==> src/ndtf_pkg.sv <==
`timescale 1ns / 1ps

package ndtf_pkg;

  localparam int STACK_DEPTH   = 16;
  localparam int POSITION_BITS = 16;
  localparam int MAX_PAIRS     = 4;

  localparam int FILL_W   = $clog2(STACK_DEPTH + 1);
  localparam int SIDX_W   = (STACK_DEPTH > 1) ? $clog2(STACK_DEPTH) : 1;
  localparam int BYTE_W   = 8;
  localparam int SRCPOS_W = 16;
  localparam int PAIRS_W  = 64;
  localparam int PCOUNT_W = 3;

  localparam int QUEUE_DEPTH = 2;
  localparam int QPTR_W      = $clog2(QUEUE_DEPTH);
  localparam int QCNT_W      = $clog2(QUEUE_DEPTH + 1);

  localparam int CFG_IDX_W = 2;
  localparam logic [CFG_IDX_W-1:0] CFG_RANGE_PAIRS = 2'd0;
  localparam logic [CFG_IDX_W-1:0] CFG_PAIR_COUNT  = 2'd1;
  localparam logic [CFG_IDX_W-1:0] CFG_CASE_FOLD   = 2'd2;

  typedef struct packed {
    logic [BYTE_W-1:0] raw_byte;
    logic [BYTE_W-1:0] folded_byte;
    logic              start;
    logic              skip;
    logic              is_open;
    logic [BYTE_W-1:0] closer;
  } cls_word_t;

endpackage

==> src/ndtf_front.sv <==
`timescale 1ns / 1ps

module ndtf_front (
  input  logic                            clk,
  input  logic                            rst_n,
  input  logic                            cfg_valid,
  output logic                            cfg_ready,
  input  logic [ndtf_pkg::CFG_IDX_W-1:0]  cfg_index,
  input  logic [ndtf_pkg::PAIRS_W-1:0]    cfg_data,
  input  logic [ndtf_pkg::BYTE_W-1:0]     text_byte,
  input  logic                            start_of_text,
  input  logic                            skip_byte,
  output ndtf_pkg::cls_word_t             cls_word
);
  import ndtf_pkg::*;

  logic [PAIRS_W-1:0]  range_pairs_r;
  logic [PCOUNT_W-1:0] pair_count_r;
  logic                case_fold_r;
  logic [PCOUNT_W-1:0] used_pairs;
  logic [BYTE_W-1:0]   opener;

  assign cfg_ready = 1'b1;

  always_ff @(posedge clk) begin
    if (!rst_n) begin
      range_pairs_r <= '0;
      pair_count_r  <= '0;
      case_fold_r   <= 1'b0;
    end else if (cfg_valid) begin
      unique case (cfg_index)
        CFG_RANGE_PAIRS: range_pairs_r <= cfg_data;
        CFG_PAIR_COUNT:  pair_count_r  <= cfg_data[PCOUNT_W-1:0];
        CFG_CASE_FOLD:   case_fold_r   <= cfg_data[0];
        default: ;
      endcase
    end
  end

  assign used_pairs = (pair_count_r > PCOUNT_W'(MAX_PAIRS)) ? PCOUNT_W'(MAX_PAIRS)
                                                             : pair_count_r;

  // first matching pair wins: scan downward so the lowest index lands last
  always_comb begin
    cls_word.raw_byte = text_byte;
    cls_word.start    = start_of_text;
    cls_word.skip     = skip_byte;
    cls_word.is_open  = 1'b0;
    cls_word.closer   = '0;
    opener            = '0;
    for (int k = MAX_PAIRS - 1; k >= 0; k--) begin
      opener = range_pairs_r[16*k+8 +: BYTE_W];
      if ((PCOUNT_W'(k) < used_pairs) && (text_byte == opener)) begin
        cls_word.is_open = 1'b1;
        cls_word.closer  = range_pairs_r[16*k +: BYTE_W];
      end
    end
    if (case_fold_r && (text_byte >= 8'h41) && (text_byte <= 8'h5A)) begin
      cls_word.folded_byte = text_byte + 8'h20;
    end else begin
      cls_word.folded_byte = text_byte;
    end
  end

endmodule

==> src/ndtf_queue.sv <==
`timescale 1ns / 1ps

module ndtf_queue (
  input  logic                clk,
  input  logic                rst_n,
  input  logic                wr_en,
  input  ndtf_pkg::cls_word_t wr_word,
  output logic                full,
  input  logic                rd_en,
  output ndtf_pkg::cls_word_t rd_word,
  output logic                not_empty
);
  import ndtf_pkg::*;

  cls_word_t          mem_r [QUEUE_DEPTH];
  logic [QPTR_W-1:0]  wr_ptr_r, wr_ptr_nxt;
  logic [QPTR_W-1:0]  rd_ptr_r, rd_ptr_nxt;
  logic [QCNT_W-1:0]  count_r, count_nxt;
  logic               do_wr, do_rd;

  assign full      = (count_r == QCNT_W'(QUEUE_DEPTH));
  assign not_empty = (count_r != '0);
  assign do_wr     = wr_en && !full;
  assign do_rd     = rd_en && not_empty;
  assign rd_word   = mem_r[rd_ptr_r];

  always_comb begin
    wr_ptr_nxt = wr_ptr_r;
    rd_ptr_nxt = rd_ptr_r;
    count_nxt  = count_r;
    if (do_wr) begin
      wr_ptr_nxt = (wr_ptr_r == QPTR_W'(QUEUE_DEPTH - 1)) ? '0 : wr_ptr_r + 1'b1;
    end
    if (do_rd) begin
      rd_ptr_nxt = (rd_ptr_r == QPTR_W'(QUEUE_DEPTH - 1)) ? '0 : rd_ptr_r + 1'b1;
    end
    case ({do_wr, do_rd})
      2'b10:   count_nxt = count_r + 1'b1;
      2'b01:   count_nxt = count_r - 1'b1;
      default: count_nxt = count_r;
    endcase
  end

  always_ff @(posedge clk) begin
    if (!rst_n) begin
      wr_ptr_r <= '0;
      rd_ptr_r <= '0;
      count_r  <= '0;
    end else begin
      wr_ptr_r <= wr_ptr_nxt;
      rd_ptr_r <= rd_ptr_nxt;
      count_r  <= count_nxt;
    end
  end

  always_ff @(posedge clk) begin
    if (do_wr) begin
      mem_r[wr_ptr_r] <= wr_word;
    end
  end

endmodule

==> src/ndtf_back.sv <==
`timescale 1ns / 1ps

module ndtf_back (
  input  logic                             clk,
  input  logic                             rst_n,
  input  logic                             item_valid,
  input  ndtf_pkg::cls_word_t              item,
  output logic                             item_pop,
  output logic                             out_valid,
  input  logic                             out_ready,
  output logic [ndtf_pkg::BYTE_W-1:0]      out_byte,
  output logic [ndtf_pkg::SRCPOS_W-1:0]    out_position,
  output logic                             out_overflow
);
  import ndtf_pkg::*;

  logic [BYTE_W-1:0]        stack_r [STACK_DEPTH];
  logic [BYTE_W-1:0]        stack_nxt [STACK_DEPTH];
  logic [FILL_W-1:0]        fill_r, fill_nxt, fill_eff;
  logic [POSITION_BITS-1:0] pos_r, pos_nxt, pos_eff;
  logic                     ovf_r, ovf_nxt, ovf_eff;
  logic                     out_valid_r, out_valid_nxt;
  logic [BYTE_W-1:0]        out_byte_r, out_byte_nxt;
  logic [SRCPOS_W-1:0]      out_pos_r, out_pos_nxt;
  logic                     out_ovf_r, out_ovf_nxt;
  logic                     hit;
  logic [SIDX_W-1:0]        hit_idx;

  assign item_pop     = item_valid && (!out_valid_r || out_ready);
  assign out_valid    = out_valid_r;
  assign out_byte     = out_byte_r;
  assign out_position = out_pos_r;
  assign out_overflow = out_ovf_r;

  always_comb begin
    fill_eff = item.start ? '0 : fill_r;
    pos_eff  = item.start ? '0 : pos_r;
    ovf_eff  = item.start ? 1'b0 : ovf_r;

    // topmost live entry that matches
    hit     = 1'b0;
    hit_idx = '0;
    for (int i = 0; i < STACK_DEPTH; i++) begin
      if ((FILL_W'(i) < fill_eff) && (stack_r[i] == item.raw_byte)) begin
        hit     = 1'b1;
        hit_idx = SIDX_W'(i);
      end
    end

    for (int i = 0; i < STACK_DEPTH; i++) begin
      stack_nxt[i] = stack_r[i];
    end
    fill_nxt      = fill_r;
    pos_nxt       = pos_r;
    ovf_nxt       = ovf_r;
    out_valid_nxt = out_valid_r && !out_ready;
    out_byte_nxt  = out_byte_r;
    out_pos_nxt   = out_pos_r;
    out_ovf_nxt   = out_ovf_r;

    if (item_pop) begin
      fill_nxt = fill_eff;
      ovf_nxt  = ovf_eff;
      pos_nxt  = (pos_eff == {POSITION_BITS{1'b1}}) ? pos_eff : pos_eff + 1'b1;
      if (hit) begin
        // drop the matched entry, pull the ones above it down
        for (int i = 0; i < STACK_DEPTH - 1; i++) begin
          if (SIDX_W'(i) >= hit_idx) begin
            stack_nxt[i] = stack_r[i+1];
          end
        end
        fill_nxt = fill_eff - 1'b1;
      end else if (item.is_open) begin
        if (fill_eff < FILL_W'(STACK_DEPTH)) begin
          for (int i = 0; i < STACK_DEPTH; i++) begin
            if (FILL_W'(i) == fill_eff) begin
              stack_nxt[i] = item.closer;
            end
          end
          fill_nxt = fill_eff + 1'b1;
        end else begin
          ovf_nxt = 1'b1;
        end
      end else if ((fill_eff == '0) && !item.skip) begin
        out_valid_nxt = 1'b1;
        out_byte_nxt  = item.folded_byte;
        out_pos_nxt   = pos_eff[SRCPOS_W-1:0];
        out_ovf_nxt   = ovf_eff;
      end
    end
  end

  always_ff @(posedge clk) begin
    if (!rst_n) begin
      fill_r      <= '0;
      pos_r       <= '0;
      ovf_r       <= 1'b0;
      out_valid_r <= 1'b0;
    end else begin
      fill_r      <= fill_nxt;
      pos_r       <= pos_nxt;
      ovf_r       <= ovf_nxt;
      out_valid_r <= out_valid_nxt;
    end
  end

  always_ff @(posedge clk) begin
    for (int i = 0; i < STACK_DEPTH; i++) begin
      stack_r[i] <= stack_nxt[i];
    end
    out_byte_r <= out_byte_nxt;
    out_pos_r  <= out_pos_nxt;
    out_ovf_r  <= out_ovf_nxt;
  end

endmodule

==> src/nested_delimiter_text_filter_core.sv <==
`timescale 1ns / 1ps

// Nested-delimiter text filter.
// in_*  : one text word per handshake; tdata = text byte, tuser = start, skip.
// out_* : kept bytes (optionally lowercased) with their source position and
//         the sticky overflow flag.
// cfg_* : register writes; index 0 delimiter pairs, 1 pair count, 2 case fold.
//         Write only while the block is idle; cfg_ready is always high.
// Each word is classified against the opener table on entry, queued in a
// two-entry queue, and then resolved against the closer stack (16 entries,
// compared in parallel) by the back end, one word per cycle unless out_* stalls.
// Throughput: one word per cycle while out_tready stays high.
// A kept byte is written into the queue, then into the result register, and is then shown on out_*.
// When out_tvalid is high and out_tready low the result register holds, the queue fills and
// in_tready drops once both queue slots are taken.
// Reset (rst_n low at a clock edge) empties the queue, the stack and the
// result register, zeroes the position and overflow flag and clears the
// configuration registers.
module nested_delimiter_text_filter_core (
  input  logic        clk,
  input  logic        rst_n,
  input  logic        in_tvalid,
  output logic        in_tready,
  input  logic [7:0]  in_tdata,   // [7:0] text_byte
  input  logic [1:0]  in_tuser,   // [0] start_of_text, [1] skip_byte
  output logic        out_tvalid,
  input  logic        out_tready,
  output logic [23:0] out_tdata,  // [7:0] out_byte, [23:8] source_position
  output logic [0:0]  out_tuser,  // [0] stack_overflowed
  input  logic        cfg_valid,
  output logic        cfg_ready,
  input  logic [ndtf_pkg::CFG_IDX_W-1:0] cfg_index,
  input  logic [ndtf_pkg::PAIRS_W-1:0]   cfg_data
);
  import ndtf_pkg::*;

  cls_word_t             cls_word;
  cls_word_t             q_word;
  logic                  q_full;
  logic                  q_not_empty;
  logic                  q_pop;
  logic [BYTE_W-1:0]     res_byte;
  logic [SRCPOS_W-1:0]   res_pos;
  logic                  res_ovf;

  assign in_tready = !q_full;
  assign out_tdata = {res_pos, res_byte};
  assign out_tuser = res_ovf;

  ndtf_front u_front (
    .clk           (clk),
    .rst_n         (rst_n),
    .cfg_valid     (cfg_valid),
    .cfg_ready     (cfg_ready),
    .cfg_index     (cfg_index),
    .cfg_data      (cfg_data),
    .text_byte     (in_tdata),
    .start_of_text (in_tuser[0]),
    .skip_byte     (in_tuser[1]),
    .cls_word      (cls_word)
  );

  ndtf_queue u_queue (
    .clk       (clk),
    .rst_n     (rst_n),
    .wr_en     (in_tvalid),
    .wr_word   (cls_word),
    .full      (q_full),
    .rd_en     (q_pop),
    .rd_word   (q_word),
    .not_empty (q_not_empty)
  );

  ndtf_back u_back (
    .clk          (clk),
    .rst_n        (rst_n),
    .item_valid   (q_not_empty),
    .item         (q_word),
    .item_pop     (q_pop),
    .out_valid    (out_tvalid),
    .out_ready    (out_tready),
    .out_byte     (res_byte),
    .out_position (res_pos),
    .out_overflow (res_ovf)
  );

endmodule
==> config.mk <==
export PLATFORM = sky130hd
export DESIGN_NAME = nested_delimiter_text_filter_core
export DESIGN_NICKNAME = d
export VERILOG_FILES = /design/src/ndtf_pkg.sv /design/src/ndtf_front.sv /design/src/ndtf_queue.sv /design/src/ndtf_back.sv /design/src/nested_delimiter_text_filter_core.sv
export SDC_FILE = /design/constraint.sdc
export NUM_CORES = 1
export LEC_CHECK = 0
export ABC_AREA = 1
export BUFFER_PORTS_ARGS = -buffer_cell sky130_fd_sc_hd__buf_2
export CORE_UTILIZATION = 40
export CTS_BUF_LIST = sky130_fd_sc_hd__clkbuf_8
export CTS_CLUSTER_SIZE = 24
export DETAILED_ROUTE_END_ITERATION = 16
export GPL_TIMING_DRIVEN = 0
export PLACE_DENSITY = 0.68
export SETUP_SLACK_MARGIN = 0.05
export SLEW_MARGIN = 40
export SYNTH_ARGS = -nofsm -noshare
export SYNTH_HDL_FRONTEND = slang
export SYNTH_SLANG_ARGS = --single-unit
export TNS_END_PERCENT = 50
==> constraint.sdc <==
create_clock -name clk -period 7.45 [get_ports clk]
set_input_delay 0.3725 -clock clk [delete_from_list [all_inputs] [get_ports clk]]
set_output_delay 0.3725 -clock clk [all_outputs]
set_load 0.02 [all_outputs]
==> qor.txt <==
status - finished clean
Sinks on Clock Net - 293
# diodes - 0
Routed WL - 45,200 um
RSZ-0062 raised after global routing - false
initial DRC count - 1,325
Crit Path Max Fanout - 10
Synth Net Count - 1,813
hold path start - cfg_data[34]
part of the power in registers - 0.378
fraction of the mapped netlist area in compound gates - 0.0939
Hold Path Class - primary input to flip-flop
DRT antenna net count - 0
cell with the most instances after synthesis - nand2_1
setup tns final - 0 ns
CP arrival - 4.26 ns
Leakage - 0.00772 uW
Vias/cell - 5.26
Fin. Hold Viols - 0
Startpoint Class - flip-flop
Hold Path Depth - 3
Synth Area in Adders - 0.00668
leading area contributor after synthesis - edfxtp_1
pwr dens - 306 nW/um^2
Post-synth EDFFs - 197
largest cells by area after synthesis - edfxtp_1 (39%), dfxtp_1 (13%), nand2_1 (10%), nor2_1 (5.5%), xor2_1 (5.2%)
met1 usage - 0.311
Reg2Reg Depth - 14
flops & latches, synth - 293
DRC Markers - 0
Setup CP Type - flip-flop to flip-flop
Critical Path RT - 7.67 ns
Area Growth Syn to Fin - 18.0%
Clock Power Share - 0.273
Core Area - 36,700 um^2
worst-skew pair later-pin latency - 0.62 ns
Post-Place Cells - 2,303
gpl congestion - 0.935
GRT met3 Usage - 0.0432
final-stage net count - 2,015
layout cells sized above 1 - 0.163
largest family of logic cells by synthesized area - simple AND/OR/NAND/NOR gates
height of the die - 196 um
# rows - 70
Peak VDD IR - 0.000129 V
GR peak layer - met2
Distinct cells, synth - 50
largest net degree at the start of global routing - 27
Die X - 196 um
Tcrit/Tclk final - 0.543
# port buffers - 107
clk buf depth - 3
synthesized cell area - 15,000 um^2
Worst R2R End - u_back.stack_r[0][15]
Layout Cells excl Fill - 2,435
Seq/Total Area, Yosys - 0.523
xor-xnor portion of the synthesized cell area - 0.0585
starting density of the core - 0.408
Num CTS Buffers - 49
Slew Viols, Final - 0
Primary FF master, synth - edfxtp_1
placed instance area - 16,300 um^2
mux contribution to synthesized area - 0.000668
cells after synthesis - 1,724
top cells by count, synth - nand2_1 (404), nor2_1 (220), edfxtp_1 (197), inv_1 (157), o21ai_0 (137)
YS warnings - 0
final setup violation count - 0
Final Instance Area - 17,700 um^2
Detailed Routing Iterations Pass 1 - 7
combinational cell fraction of total power - 0.349
met2 Track Usage GR - 0.385
first-pass GRT wire length - 69,000 um
CTS root buf - clkbuf_8
global router's overall resource usage - 0.236
vias in the first global route - 12,300
initial antenna violation count - 0
hpwl dp - 32,800 um
Worst Setup End Kind - flip-flop
Reg clk slew, reported paths - 0.06 ns
Worst Hold Endpoint - u_front.range_pairs_r[34]
syn avg cell area - 8.69 um^2
die footprint - 38,200 um^2
min Tclk post-route - 4.04 ns
Worst Max-Slew Pin Slew - 0.837 ns
Net Sw Power - 2100 uW
post-synthesis async set-or-reset flop share - 0
Synth top area share - 0.395
Post-Synth Simple-Gate Area - 0.249
DR vias - 12,800
r2r setup slk - 3.41 ns
Top Ports - 109
sw frac - 0.389
remaining global-route overflow - 0
CTS tree - built
post-DR wirelength/cell - 18.6 um
Worst slew margin - 0.440
Setup Skew - 0.0380 ns
number of max-cap violations - 0
FMAX - 247 MHz
number of H-tree levels - 2
internal power - 3300 uW
-- layout make-up --
type	count	area (um^2)
Fill cell	3430	19000
Sequential cell	293	7840
Multi-Input combinational cell	1194	6230
Timing Repair Buffer	151	1000
Clock buffer	52	716
Inverter	168	631
Tap cell	468	586
Buffer	69	390
Clock inverter	40	283
-- worst max-delay path, cell delays in order, from the launching register on --
cell      delay [ns]
dfxtp_1         0.37
inv_2           0.12
nand2_2         0.09
nand2_4         0.12
o21ai_2         0.15
clkbuf_1        0.52
nand2_1         0.28
nand3_1         0.26
nand2_1         0.13
nor2_4          0.21
nand2_1         0.12
nor2_4          0.34
buf_4           0.28
nand4_1         0.12
a21oi_2         0.55
-- cell usage in the layout (no fill, tap or decap), types with 6 or more instances in the layout --
master / netlist / routed
nand2_1: 404 / 404
nor2_1: 220 / 217
edfxtp_1: 197 / 197
inv_1: 157 / 169
o21ai_0: 137 / 137
buf_2: 12 / 120
dfxtp_1: 96 / 96
xor2_1: 89 / 89
nand3_1: 61 / 61
clkbuf_8: 0 / 52
a21oi_1: 49 / 41
dlygate4sd3_1: 0 / 40
clkbuf_1: 34 / 34
nor3_1: 30 / 27
nand4_1: 24 / 24
nand2_2: 19 / 19
nand2_4: 19 / 19
nor4_1: 19 / 18
o21ai_2: 17 / 17
clkinv_1: 3 / 15
buf_4: 11 / 12
xnor2_1: 11 / 11
buf_6: 10 / 10
o21ai_1: 10 / 10
o211ai_1: 10 / 10
inv_2: 8 / 9
clkinv_2: 0 / 9
a21oi_2: 0 / 8
nor2_2: 7 / 8
or2_2: 8 / 8
ha_1: 8 / 8
nor2_4: 5 / 7
nor3b_1: 6 / 6
a211oi_1: 9 / 6
-- how the worst max path moves through the flow --
| stage | start | to | cells after the start |
|---|---|---|---|
| 3_5_place_dp | flip-flop | u_back.stack_r[0][12] | 14 |
| 5_1_grt | flip-flop | u_back.stack_r[0][12] | 14 |
| 6_report | flip-flop | u_back.stack_r[0][15] | 14 |
| 3_3_place_gp | flip-flop | u_back.stack_r[1][60] | 12 |
| 2_1_floorplan | flip-flop | u_back.stack_r[1][10] | 14 |
| 4_1_cts | flip-flop | u_back.stack_r[0][13] | 14 |
-- power groups by stage --
stage               sequential [uW]  clock, uW  combinational, uW
finish                         2040       1470               1890
detailed placement             2070          0               1830
global route                   2050       1570               2020
global placement               2070          0               1770
floorplan                      2100          0               1150
CTS                            2040       1490               1850
-- stage by stage --
stage	total power [uW]	util	setup slack, ns	hold WS [ns]
after floorplan	3250	-	4.37	0.426
after global placement	3840	0.439	2.97	0.435
after detailed placement	3910	0.443	3.48	0.459
after CTS	5390	0.481	3.43	0.000924
after global routing	5640	0.482	3.21	0.0143
final	5400	0.482	3.41	0.0315
-- layer usage --
layer | part of all wire | wire (um)
met4 | 0.032 | 1440
met3 | 0.079 | 3560
met5 | 0 | 0
met1 | 0.42 | 19200
met2 | 0.46 | 21000
-- kinds of logic after synthesis --
| family | after synthesis |
|---|---|
| flip-flops | 293 |
| buffers and inverters | 237 |
| adder cells (fa/ha/maj) | 8 |
| other | 1 |
| XOR/XNOR | 100 |
| AND/OR/NAND/NOR | 834 |
| AO/OA/AOI/OAI | 250 |
| multiplexers | 1 |
-- state kept, by name (all words and copies together) (netlist names), named ones only --
register and flops:
u_back.fill_r 5, u_back.out_byte 8, u_back.out_overflow 1, u_back.out_position 16
u_back.out_valid 1, u_back.ovf_r 1, u_back.pos_r 16, u_back.stack_r 128
u_front.case_fold_r 1, u_front.pair_count_r 3, u_front.range_pairs_r 64, u_queue.count_r 2
u_queue.mem_r 44, u_queue.rd_ptr_r 1, u_queue.wr_ptr_r 1
-- repair_timing --
item                                   CTS  global route
endpoints found under the hold margin   43             0
buffers inserted                         0             0
resized for setup                        0             0
hold buffers                            40             0
Note: power is estimated with default switching activity, not from simulation.
